## src/rtl/sls_pkg.sv

```systemverilog
// Package with types and constants shared by the script loop sequencer modules.
package sls_pkg;

    localparam int CMD_DEPTH_DEF   = 32;
    localparam int MAX_NESTING_DEF = 8;

    // Operation codes of an input transaction.
    localparam logic [1:0] OP_ADD  = 2'd0;
    localparam logic [1:0] OP_STEP = 2'd1;
    localparam logic [1:0] OP_TICK = 2'd2;

    // Command kinds.
    localparam logic [2:0] KIND_COLOR    = 3'd0;
    localparam logic [2:0] KIND_FADE     = 3'd1;
    localparam logic [2:0] KIND_RUN      = 3'd2;
    localparam logic [2:0] KIND_WAIT     = 3'd3;
    localparam logic [2:0] KIND_LOOP_ON  = 3'd4;
    localparam logic [2:0] KIND_LOOP_OFF = 3'd5;
    localparam logic [2:0] KIND_DELETE   = 3'd6;

    typedef struct packed {
        logic [1:0]  opcode;
        logic [2:0]  cmd_kind;
        logic [7:0]  loop_count;
        logic [15:0] duration;
        logic        parallel_fade;
        logic [47:0] payload;
    } t_in_item;

    typedef struct packed {
        logic        accepted;
        logic        led_valid;
        logic [1:0]  led_kind;
        logic [47:0] led_payload;
        logic [15:0] led_duration;
        logic        led_parallel;
        logic        idle;
    } t_out_item;

    // Commands from the controller to the datapath.
    typedef struct packed {
        logic capture;   // latch the input transaction and read the store
        logic execute;   // apply the transaction and emit the result
    } t_dp_cmd;

endpackage

```

## src/rtl/script_loop_sequencer_top.sv

```systemverilog
// Script loop sequencer: a ring of light commands with nested counted loops.
// In each transaction the store entry at the execute index is first read into a
// register on capture, and the state update with the loop counter write-back
// follows on execute. A new transaction may start in the cycle its predecessor's
// result is shown, but not while the predecessor is still executing.
// o_strobe marks the result for one cycle; the receiver cannot stall it.
module script_loop_sequencer_top #(
    parameter int CMD_DEPTH   = sls_pkg::CMD_DEPTH_DEF,
    parameter int MAX_NESTING = sls_pkg::MAX_NESTING_DEF
) (
    input  logic               i_clk,
    input  logic               i_rst_n,
    input  logic               start,
    output logic               busy,
    input  sls_pkg::t_in_item  i_item,
    output logic               o_strobe,
    output sls_pkg::t_out_item o_result
);
    import sls_pkg::*;

    t_dp_cmd w_cmd;

    sls_ctrl u_ctrl (
        .i_clk   (i_clk),
        .i_rst_n (i_rst_n),
        .i_start (start),
        .o_busy  (busy),
        .o_cmd   (w_cmd)
    );

    sls_datapath #(
        .CMD_DEPTH   (CMD_DEPTH),
        .MAX_NESTING (MAX_NESTING)
    ) u_dp (
        .i_clk    (i_clk),
        .i_rst_n  (i_rst_n),
        .i_cmd    (w_cmd),
        .i_item   (i_item),
        .o_done   (o_strobe),
        .o_result (o_result)
    );
endmodule

```

## src/rtl/sls_datapath.sv

```systemverilog
// Datapath of the script loop sequencer: command store, indices, loop stack, wait counter.
module sls_datapath #(
    parameter int CMD_DEPTH   = sls_pkg::CMD_DEPTH_DEF,
    parameter int MAX_NESTING = sls_pkg::MAX_NESTING_DEF
) (
    input  logic              i_clk,
    input  logic              i_rst_n,
    input  sls_pkg::t_dp_cmd  i_cmd,
    input  sls_pkg::t_in_item i_item,
    output logic              o_done,
    output sls_pkg::t_out_item o_result
);
    import sls_pkg::*;

    localparam int AW = $clog2(CMD_DEPTH);
    localparam int DW = $clog2(MAX_NESTING + 1);
    localparam int SW = (MAX_NESTING > 1) ? $clog2(MAX_NESTING) : 1;

    // Command store, one memory per field group.
    logic [2:0]  mem_kind  [CMD_DEPTH];
    logic [47:0] mem_pay   [CMD_DEPTH];
    logic [16:0] mem_time  [CMD_DEPTH];
    logic [7:0]  mem_cnt   [CMD_DEPTH];
    logic [AW-1:0] mem_start [CMD_DEPTH];
    logic [DW-1:0] mem_depth [CMD_DEPTH];
    logic [AW-1:0] r_stack [MAX_NESTING];

    logic [AW-1:0] r_wr, r_rd, r_ex;
    logic          r_in_loop, r_clr;
    logic [15:0]   r_wait;
    logic [DW-1:0] r_nest;
    t_in_item      r_item;
    t_out_item     r_res;
    logic          r_done;

    // Registered read data of the entry at the execute index.
    logic [2:0]    r_q_kind;
    logic [47:0]   r_q_pay;
    logic [16:0]   r_q_time;
    logic [7:0]    r_q_cnt;
    logic [AW-1:0] r_q_start;
    logic [DW-1:0] r_q_depth;

    function automatic logic [AW-1:0] ring_next(input logic [AW-1:0] i);
        return (i == AW'(CMD_DEPTH - 1)) ? '0 : i + AW'(1);
    endfunction

    logic [AW-1:0] stack_top;
    logic [SW-1:0] nest_idx, nest_m1_idx;
    logic [DW-1:0] nest_m1;
    assign nest_m1     = r_nest - DW'(1);
    assign nest_idx    = SW'(r_nest);
    assign nest_m1_idx = SW'(nest_m1);
    assign stack_top   = r_stack[nest_m1_idx];

    // Store read with a registered output; index follows the pending clear.
    logic [AW-1:0] rd_addr;
    assign rd_addr = r_clr ? '0 : r_ex;
    always_ff @(posedge i_clk) begin
        if (i_cmd.capture) begin
            r_item    <= i_item;
            r_q_kind  <= mem_kind[rd_addr];
            r_q_pay   <= mem_pay[rd_addr];
            r_q_time  <= mem_time[rd_addr];
            r_q_cnt   <= mem_cnt[rd_addr];
            r_q_start <= mem_start[rd_addr];
            r_q_depth <= mem_depth[rd_addr];
        end
    end

    // Execute-phase decisions.
    logic full, add_ok, st_we, cnt_we;
    logic [7:0] cnt_wdata;
    logic [AW-1:0] ex_base, wr_base;
    logic [15:0]   wait_base;
    assign ex_base   = r_clr ? '0 : r_ex;
    assign wr_base   = r_clr ? '0 : r_wr;
    assign wait_base = r_clr ? '0 : r_wait;
    assign full      = (ring_next(r_wr) == r_rd);

    always_comb begin
        add_ok = 1'b0;
        case (r_item.cmd_kind)
            KIND_LOOP_ON:  add_ok = !full && (r_nest < DW'(MAX_NESTING));
            KIND_LOOP_OFF: add_ok = !full && (r_nest != '0);
            KIND_COLOR, KIND_FADE, KIND_RUN, KIND_WAIT: add_ok = !full;
            default:       add_ok = 1'b0;
        endcase
    end

    logic step_run;
    assign step_run = (wait_base == '0) && (ex_base != wr_base);
    assign st_we = i_cmd.execute && (r_item.opcode == OP_ADD) && !r_clr && add_ok;

    always_comb begin
        cnt_we    = 1'b0;
        cnt_wdata = r_q_cnt;
        if (i_cmd.execute && r_item.opcode == OP_STEP && step_run
            && r_q_kind == KIND_LOOP_OFF) begin
            if (r_q_cnt > 8'd1) begin
                cnt_we = 1'b1; cnt_wdata = r_q_cnt - 8'd1;
            end else if (r_q_cnt == 8'd1 && r_q_depth != '0) begin
                cnt_we = 1'b1; cnt_wdata = r_q_time[7:0];
            end
        end
    end

    // Store writes: a new entry on add, a counter write-back on step.
    always_ff @(posedge i_clk) begin
        if (st_we) begin
            mem_kind[r_wr]  <= r_item.cmd_kind;
            mem_pay[r_wr]   <= r_item.payload;
            mem_cnt[r_wr]   <= (r_item.cmd_kind == KIND_LOOP_OFF) ? r_item.loop_count : 8'd0;
            mem_start[r_wr] <= ring_next(stack_top);
            mem_depth[r_wr] <= nest_m1;
            mem_time[r_wr]  <= (r_item.cmd_kind == KIND_LOOP_OFF)
                ? {9'd0, r_item.loop_count} : {r_item.parallel_fade, r_item.duration};
        end
        if (cnt_we) begin
            mem_cnt[ex_base] <= cnt_wdata;
        end
        if (st_we && r_item.cmd_kind == KIND_LOOP_ON) begin
            r_stack[nest_idx] <= r_wr;
        end
    end

    // Control state and result.
    t_out_item n_res;
    logic [AW-1:0] n_wr, n_rd, n_ex;
    logic n_in_loop, n_clr;
    logic [15:0] n_wait;
    logic [DW-1:0] n_nest;

    always_comb begin
        n_res = '0;
        n_wr = r_wr; n_rd = r_rd; n_ex = r_ex;
        n_in_loop = r_in_loop; n_clr = r_clr; n_wait = r_wait; n_nest = r_nest;
        case (r_item.opcode)
            OP_ADD: begin
                if (!r_clr) begin
                    if (r_item.cmd_kind == KIND_DELETE) begin
                        n_clr = 1'b1; n_res.accepted = 1'b1;
                    end else if (add_ok) begin
                        n_res.accepted = 1'b1;
                        n_wr = ring_next(r_wr);
                        if (r_item.cmd_kind == KIND_LOOP_ON) n_nest = r_nest + DW'(1);
                        if (r_item.cmd_kind == KIND_LOOP_OFF) n_nest = nest_m1;
                    end
                end
            end
            OP_STEP: begin
                if (r_clr) begin
                    n_wr = '0; n_rd = '0; n_ex = '0; n_in_loop = 1'b0;
                    n_clr = 1'b0; n_wait = '0; n_nest = '0;
                end
                if (!step_run) begin
                    n_res.idle = 1'b1;
                end else begin
                    case (r_q_kind)
                        KIND_LOOP_ON: begin
                            n_ex = ring_next(ex_base); n_in_loop = 1'b1;
                        end
                        KIND_LOOP_OFF: begin
                            if (r_q_cnt != 8'd1) begin
                                n_ex = r_q_start;
                            end else if (r_q_depth == '0) begin
                                n_ex = ring_next(ex_base);
                                n_rd = ring_next(ex_base);
                                n_in_loop = 1'b0;
                            end else begin
                                n_ex = ring_next(ex_base);
                            end
                        end
                        KIND_COLOR, KIND_FADE, KIND_RUN, KIND_WAIT: begin
                            if (r_q_kind != KIND_WAIT) begin
                                n_res.led_valid    = 1'b1;
                                n_res.led_kind     = r_q_kind[1:0];
                                n_res.led_payload  = r_q_pay;
                                n_res.led_duration = r_q_time[15:0];
                                n_res.led_parallel = r_q_time[16];
                            end
                            if (r_q_kind == KIND_RUN || r_q_kind == KIND_WAIT
                                || (r_q_kind == KIND_FADE && !r_q_time[16]))
                                n_wait = r_q_time[15:0];
                            n_ex = ring_next(ex_base);
                            if (!n_in_loop) n_rd = ring_next(ex_base);
                        end
                        default: n_ex = ring_next(ex_base);
                    endcase
                end
            end
            OP_TICK: begin
                if (r_wait != '0) n_wait = r_wait - 16'd1;
            end
            default: ;
        endcase
    end

    always_ff @(posedge i_clk) begin
        if (!i_rst_n) begin
            r_wr <= '0; r_rd <= '0; r_ex <= '0; r_in_loop <= 1'b0;
            r_clr <= 1'b0; r_wait <= '0; r_nest <= '0; r_done <= 1'b0;
        end else begin
            r_done <= i_cmd.execute;
            if (i_cmd.execute) begin
                r_wr <= n_wr; r_rd <= n_rd; r_ex <= n_ex; r_in_loop <= n_in_loop;
                r_clr <= n_clr; r_wait <= n_wait; r_nest <= n_nest;
            end
        end
    end

    always_ff @(posedge i_clk) begin
        if (i_cmd.execute) r_res <= n_res;
    end

    assign o_done   = r_done;
    assign o_result = r_res;

`ifndef NO_ASSERTIONS
    a_nest_range: assert property (@(posedge i_clk) disable iff (!i_rst_n)
        r_nest <= DW'(MAX_NESTING)) else $error("nesting depth out of range");
    a_one_hot_res: assert property (@(posedge i_clk) disable iff (!i_rst_n)
        r_done |-> !(r_res.accepted && (r_res.idle || r_res.led_valid)))
        else $error("result mixes add and step fields");
    a_idle_no_led: assert property (@(posedge i_clk) disable iff (!i_rst_n)
        r_done && r_res.idle |-> !r_res.led_valid) else $error("idle step emitted a command");
`endif
endmodule

```

## src/rtl/sls_ctrl.sv

```systemverilog
// Controller of the script loop sequencer: sequences capture and execute cycles.
module sls_ctrl (
    input  logic             i_clk,
    input  logic             i_rst_n,
    input  logic             i_start,
    output logic             o_busy,
    output sls_pkg::t_dp_cmd o_cmd
);
    import sls_pkg::*;

    typedef enum logic [1:0] {S_IDLE, S_EXEC, S_OUT} t_state;
    t_state r_state;

    // One transaction: capture and read, execute, result shown.
    always_ff @(posedge i_clk) begin
        if (!i_rst_n) begin
            r_state <= S_IDLE;
        end else begin
            unique case (r_state)
                S_IDLE: if (i_start) r_state <= S_EXEC;
                S_EXEC: r_state <= S_OUT;
                S_OUT:  r_state <= i_start ? S_EXEC : S_IDLE;
                default: r_state <= S_IDLE;
            endcase
        end
    end

    assign o_busy        = (r_state == S_EXEC);
    assign o_cmd.capture = i_start && !o_busy;
    assign o_cmd.execute = (r_state == S_EXEC);

`ifndef NO_ASSERTIONS
    a_exec_follows: assert property (@(posedge i_clk) disable iff (!i_rst_n)
        o_cmd.capture |=> o_cmd.execute) else $error("capture not followed by execute");
    a_no_back_exec: assert property (@(posedge i_clk) disable iff (!i_rst_n)
        o_cmd.execute |=> !o_cmd.execute) else $error("execute repeated");
    a_exec_source: assert property (@(posedge i_clk) disable iff (!i_rst_n)
        o_cmd.execute |-> $past(o_cmd.capture)) else $error("execute without capture");
`endif
endmodule
```

## config.mk

```make
export PLATFORM = sky130hd
export DESIGN_NAME = script_loop_sequencer_top
export DESIGN_NICKNAME = d
export VERILOG_FILES = /design/src/rtl/sls_pkg.sv /design/src/rtl/script_loop_sequencer_top.sv /design/src/rtl/sls_datapath.sv /design/src/rtl/sls_ctrl.sv
export SDC_FILE = /design/constraint.sdc
export NUM_CORES = 2
export LEC_CHECK = 0
export ABC_AREA = 1
export ABC_CLOCK_PERIOD_IN_PS = 10800
export BUFFER_PORTS_ARGS = -buffer_cell sky130_fd_sc_hd__buf_4
export CORE_ASPECT_RATIO = 1.5
export CORE_UTILIZATION = 34
export CTS_CLUSTER_SIZE = 8
export DETAILED_ROUTE_END_ITERATION = 8
export PLACE_DENSITY_LB_ADDON = 0.1
export REMOVE_ABC_BUFFERS = 1
export SLEW_MARGIN = 20
export SYNTH_ARGS = -nofsm -noshare
export SYNTH_HDL_FRONTEND = slang
export SYNTH_SLANG_ARGS = --single-unit
```

## constraint.sdc

```tcl
create_clock -name i_clk -period 10.8 [get_ports i_clk]
set_input_delay 1.62 -clock i_clk [delete_from_list [all_inputs] [get_ports i_clk]]
set_output_delay 1.62 -clock i_clk [all_outputs]
set_load 0.1 [all_outputs]
```

==> impl_metrics.csv <==
group,metric,value,unit
critical_path,path_buf_inv,4,
finish,drive_gt1_frac,0.0932,
logic_synthesis,avgSynthCellArea,12.6,um^2
power_and_ir_drop,p_seq_frac,0.511,
clock_tree,cts_resized,0,
finish,area_growth,14.7,%
clock_tree,htree_num_levels,5,
clock_tree,post-cts-setup-buffers,0,
routing,routedWlPerCell,26.5,um
critical_path,path_common_cell,"nand2_1",
logic_synthesis,synth_seq_cells,3033,
critical_path,timing.rr.start,"u_dp.r_wr[0]",
grt,antenna_found_initial,7,
logic_synthesis,synth_xor_area_frac,0.000649,
power_and_ir_drop,pwr_density_cell,185,nW/um^2
sta,postLayoutSetupSlackWorst,4990,ps
run_status,status,"complete, no violations",
die,fp.dieW,490,um
routing,first_pass_iters,8,
critical_path,cp_max_fo,39,
worst_hold_path,min_delay_path_depth,1,
die,io-pin-count,153,
clock_tree,cts_num_sinks,3033,
routing,vias_per_cell,5.31,
critical_path,rrSetupSlack,4990,ps
sta,tightest_slew,1150,ps
logic_synthesis,netlist_area,122000,um^2
critical_path,required,11330,ps
sta,drv_slew,0,
sta,rsz0062_at_grt,"false",
critical_path,critPathTopFamily,"simple AND/OR/NAND/NOR gates",
routing,drcViolationCount,0,
critical_path,cp.arrival,6340,ps
finish,layout_commonest_cell,"edfxtp_1",
sta,post-route-min-period,5810,ps
critical_path,crit_chain,"ha_1, nand2_1, nor2_1, ha_1, inv_1, nand3_1, nand2_1, nand2_1, nor2_1, nand2_1, nand3_1, inv_1, nand2_1, nor2_4, buf_4, buf_4",
die,fp-row-count,268,
routing,wl,387000,um
critical_path,slowest_stage,"buf_4",
sta,fin_skew,38.6,ps
logic_synthesis,synth_top_family_by_area,"simple AND/OR/NAND/NOR gates",
logic_synthesis,synth-seq-area-share,0.746,
worst_hold_path,worstHoldStart,"u_ctrl.r_state[0]",
routing,drt_iter0_markers,6387,
logic_synthesis,synth-simple-area-share,0.142,
logic_synthesis,synthCells,9652,
power_and_ir_drop,power.switching,5.57,mW
sta,maxSlewHeadroom,0.230,
clock_tree,hold_buffers,0,
critical_path,worstSetupStartpointType,"flip-flop",
clock_tree,root_buffer,"clkbuf_16",
job,maxCapViolations,0,
clock_tree,clk_pin_slew,50,ps
worst_hold_path,holdPathEnd,"u_ctrl.r_state[0]",
logic_synthesis,yosysWarnings,0,
grt,grt_start_max_net_pins,206,
sta,period_share,0.538,
critical_path,startpoint,"u_dp.r_wr[0]",
clock_tree,clk_path_buf_depth,4,
finish,fin_nets,9912,
power_and_ir_drop,leakage,47.7,nW
place,gp_congestion,0.811,
sta,final-hold-violation-count,0,
clock_tree,cts_tree,"built",
grt,grt_pass1_wl,560000,um
critical_path,reg2reg_depth,16,
clock_tree,cts_buffers,421,
finish,fin_util,0.392,
routing,final_antenna_net_count,0,
critical_path,critPathMaxStageDelay,830,ps
die,start_util,0.342,
place,hpwl,198000,um
place,post-place-ws,5100,ps
routing,num_vias,77400,
logic_synthesis,synth-compound-area-share,0.0717,
finish,final_cell_mix,"2,993 x edfxtp_1, 2,327 x nand2_1, 924 x nand3_1, 879 x nor2_1, 505 x inv_1",
grt,track_usage,0.211,
power_and_ir_drop,power.total,25.8,mW
logic_synthesis,synth.area.mux_share,0,
clock_tree,clk_latency,930,ps
critical_path,critPathCaptureType,"flip-flop",
logic_synthesis,async_flop_share,0,
die,die_area,360000,um^2
grt,grt_pass1_vias,78600,
power_and_ir_drop,combPwrFrac,0.035,
die,chipHeight,734,um
power_and_ir_drop,swShare,0.216,
logic_synthesis,synth-edff-count,2993,
power_and_ir_drop,ir_drop,134,uV
die,fp.coreArea,355000,um^2
power_and_ir_drop,clkPwrFrac,0.454,
worst_hold_path,hold_class,"reg2reg",
logic_synthesis,yosys.cell_types.count,39,
logic_synthesis,synth_fa_ha_area_frac,0.00144,
logic_synthesis,yosys_most_used_dff,"edfxtp_1",
place,port_buffers,152,
power_and_ir_drop,cellInternalPower,20.3,mW
sta,setup_violations,0,
critical_path,crit_type,"reg2reg",
grt,grt_overflow,0,
critical_path,r2r_end,"u_dp.mem_pay[6][24]",
sta,fmax,0.172,GHz
cell families (layout without fill, tap and decap cells):
family	Yosys count	count (layout)
AO/OA/AOI/OAI	1215	1215
XOR/XNOR	9	9
adder cells (fa/ha/maj)	14	14
buffers and inverters	1146	1357
flip-flops	3033	3033
other	0	2
AND/OR/NAND/NOR	4235	4235
synth_stat cells, drive strengths merged, types with 2 or more instances:
library cell / number / area (um^2)
a21oi: 41 / 205
a31oi: 13 / 81.3
buf: 322 / 1540
clkbuf: 300 / 1130
clkinv: 2 / 7.51
dfxtp: 40 / 801
edfxtp: 2993 / 89900
ha: 14 / 175
inv: 522 / 1960
nand2: 2346 / 8850
nand3: 928 / 4680
nand4: 8 / 65.1
nor2: 935 / 3570
nor3: 14 / 70.1
nor4: 2 / 12.5
o2111ai: 339 / 2970
o211ai: 353 / 2650
o21ai: 110 / 551
o21bai: 2 / 15.0
o221ai: 3 / 26.3
o22ai: 352 / 2200
xnor2: 2 / 17.5
xor2: 7 / 61.3
cell type report:
type                       count  area, um^2
fill                       33800      216000
sequential                  3033       90700
multi-input combinational   5473       26700
clock buffer                 455       10900
tap                         4725        5910
timing repair buffer         364        3160
inverter                     524        2010
clock inverter                14         180
antenna                        2        5.00
flip-flops by register name (all words and copies together) (netlist names), 4 cells and up:
register,count
u_dp.mem_cnt,256
u_dp.mem_depth,128
u_dp.mem_kind,96
u_dp.mem_pay,1536
u_dp.mem_start,160
u_dp.mem_time,544
u_dp.o_result,70
u_dp.r_ex,5
u_dp.r_item,78
u_dp.r_nest,4
u_dp.r_q_cnt,8
u_dp.r_q_depth,4
u_dp.r_q_pay,48
u_dp.r_q_start,5
u_dp.r_q_time,17
u_dp.r_rd,5
u_dp.r_stack,40
u_dp.r_wait,16
u_dp.r_wr,5
power groups by stage:
stage	registers, mW	clock network [mW]	logic (mW)
global route	13.2	12.4	0.980
detailed placement	13.4	0	0.873
floorplan	13.5	0	0.488
CTS	13.2	12.0	0.874
global placement	13.4	0	0.856
finish	13.2	11.7	0.901
per-stage QoR:
stage | std cells | instance area (um^2) | TNS [ps] | hold WS (ps)
floorplan | 9030 | 119000 | -7863260 | 399
global placement | 14100 | 128000 | 0 | 410
detailed placement | 14100 | 128000 | 0 | 416
CTS | 14600 | 139000 | 0 | 423
global route | 14600 | 139000 | 0 | 440
finish | 14600 | 139000 | 0 | 418
worst max-delay path by stage:
stage               slack [ps]  depth (start not counted)                   to
global route              4800                         16  u_dp.mem_pay[6][24]
global placement          5060                         16  u_dp.mem_pay[6][24]
CTS                       5070                         16  u_dp.mem_pay[6][24]
floorplan               -33060                          7      u_dp.r_q_cnt[0]
finish                    4990                         16  u_dp.mem_pay[6][24]
detailed placement        5100                         16  u_dp.mem_time[6][9]
metal layers:
layer	part of all wire	track usage	vias up
met5	0.000018	0	-
met4	0.025	0.0579	2
met3	0.047	0.0261	539
met2	0.51	0.373	2225
met1	0.42	0.270	39700
li1	-	-	35000
Power figures use the tool's default switching activity.
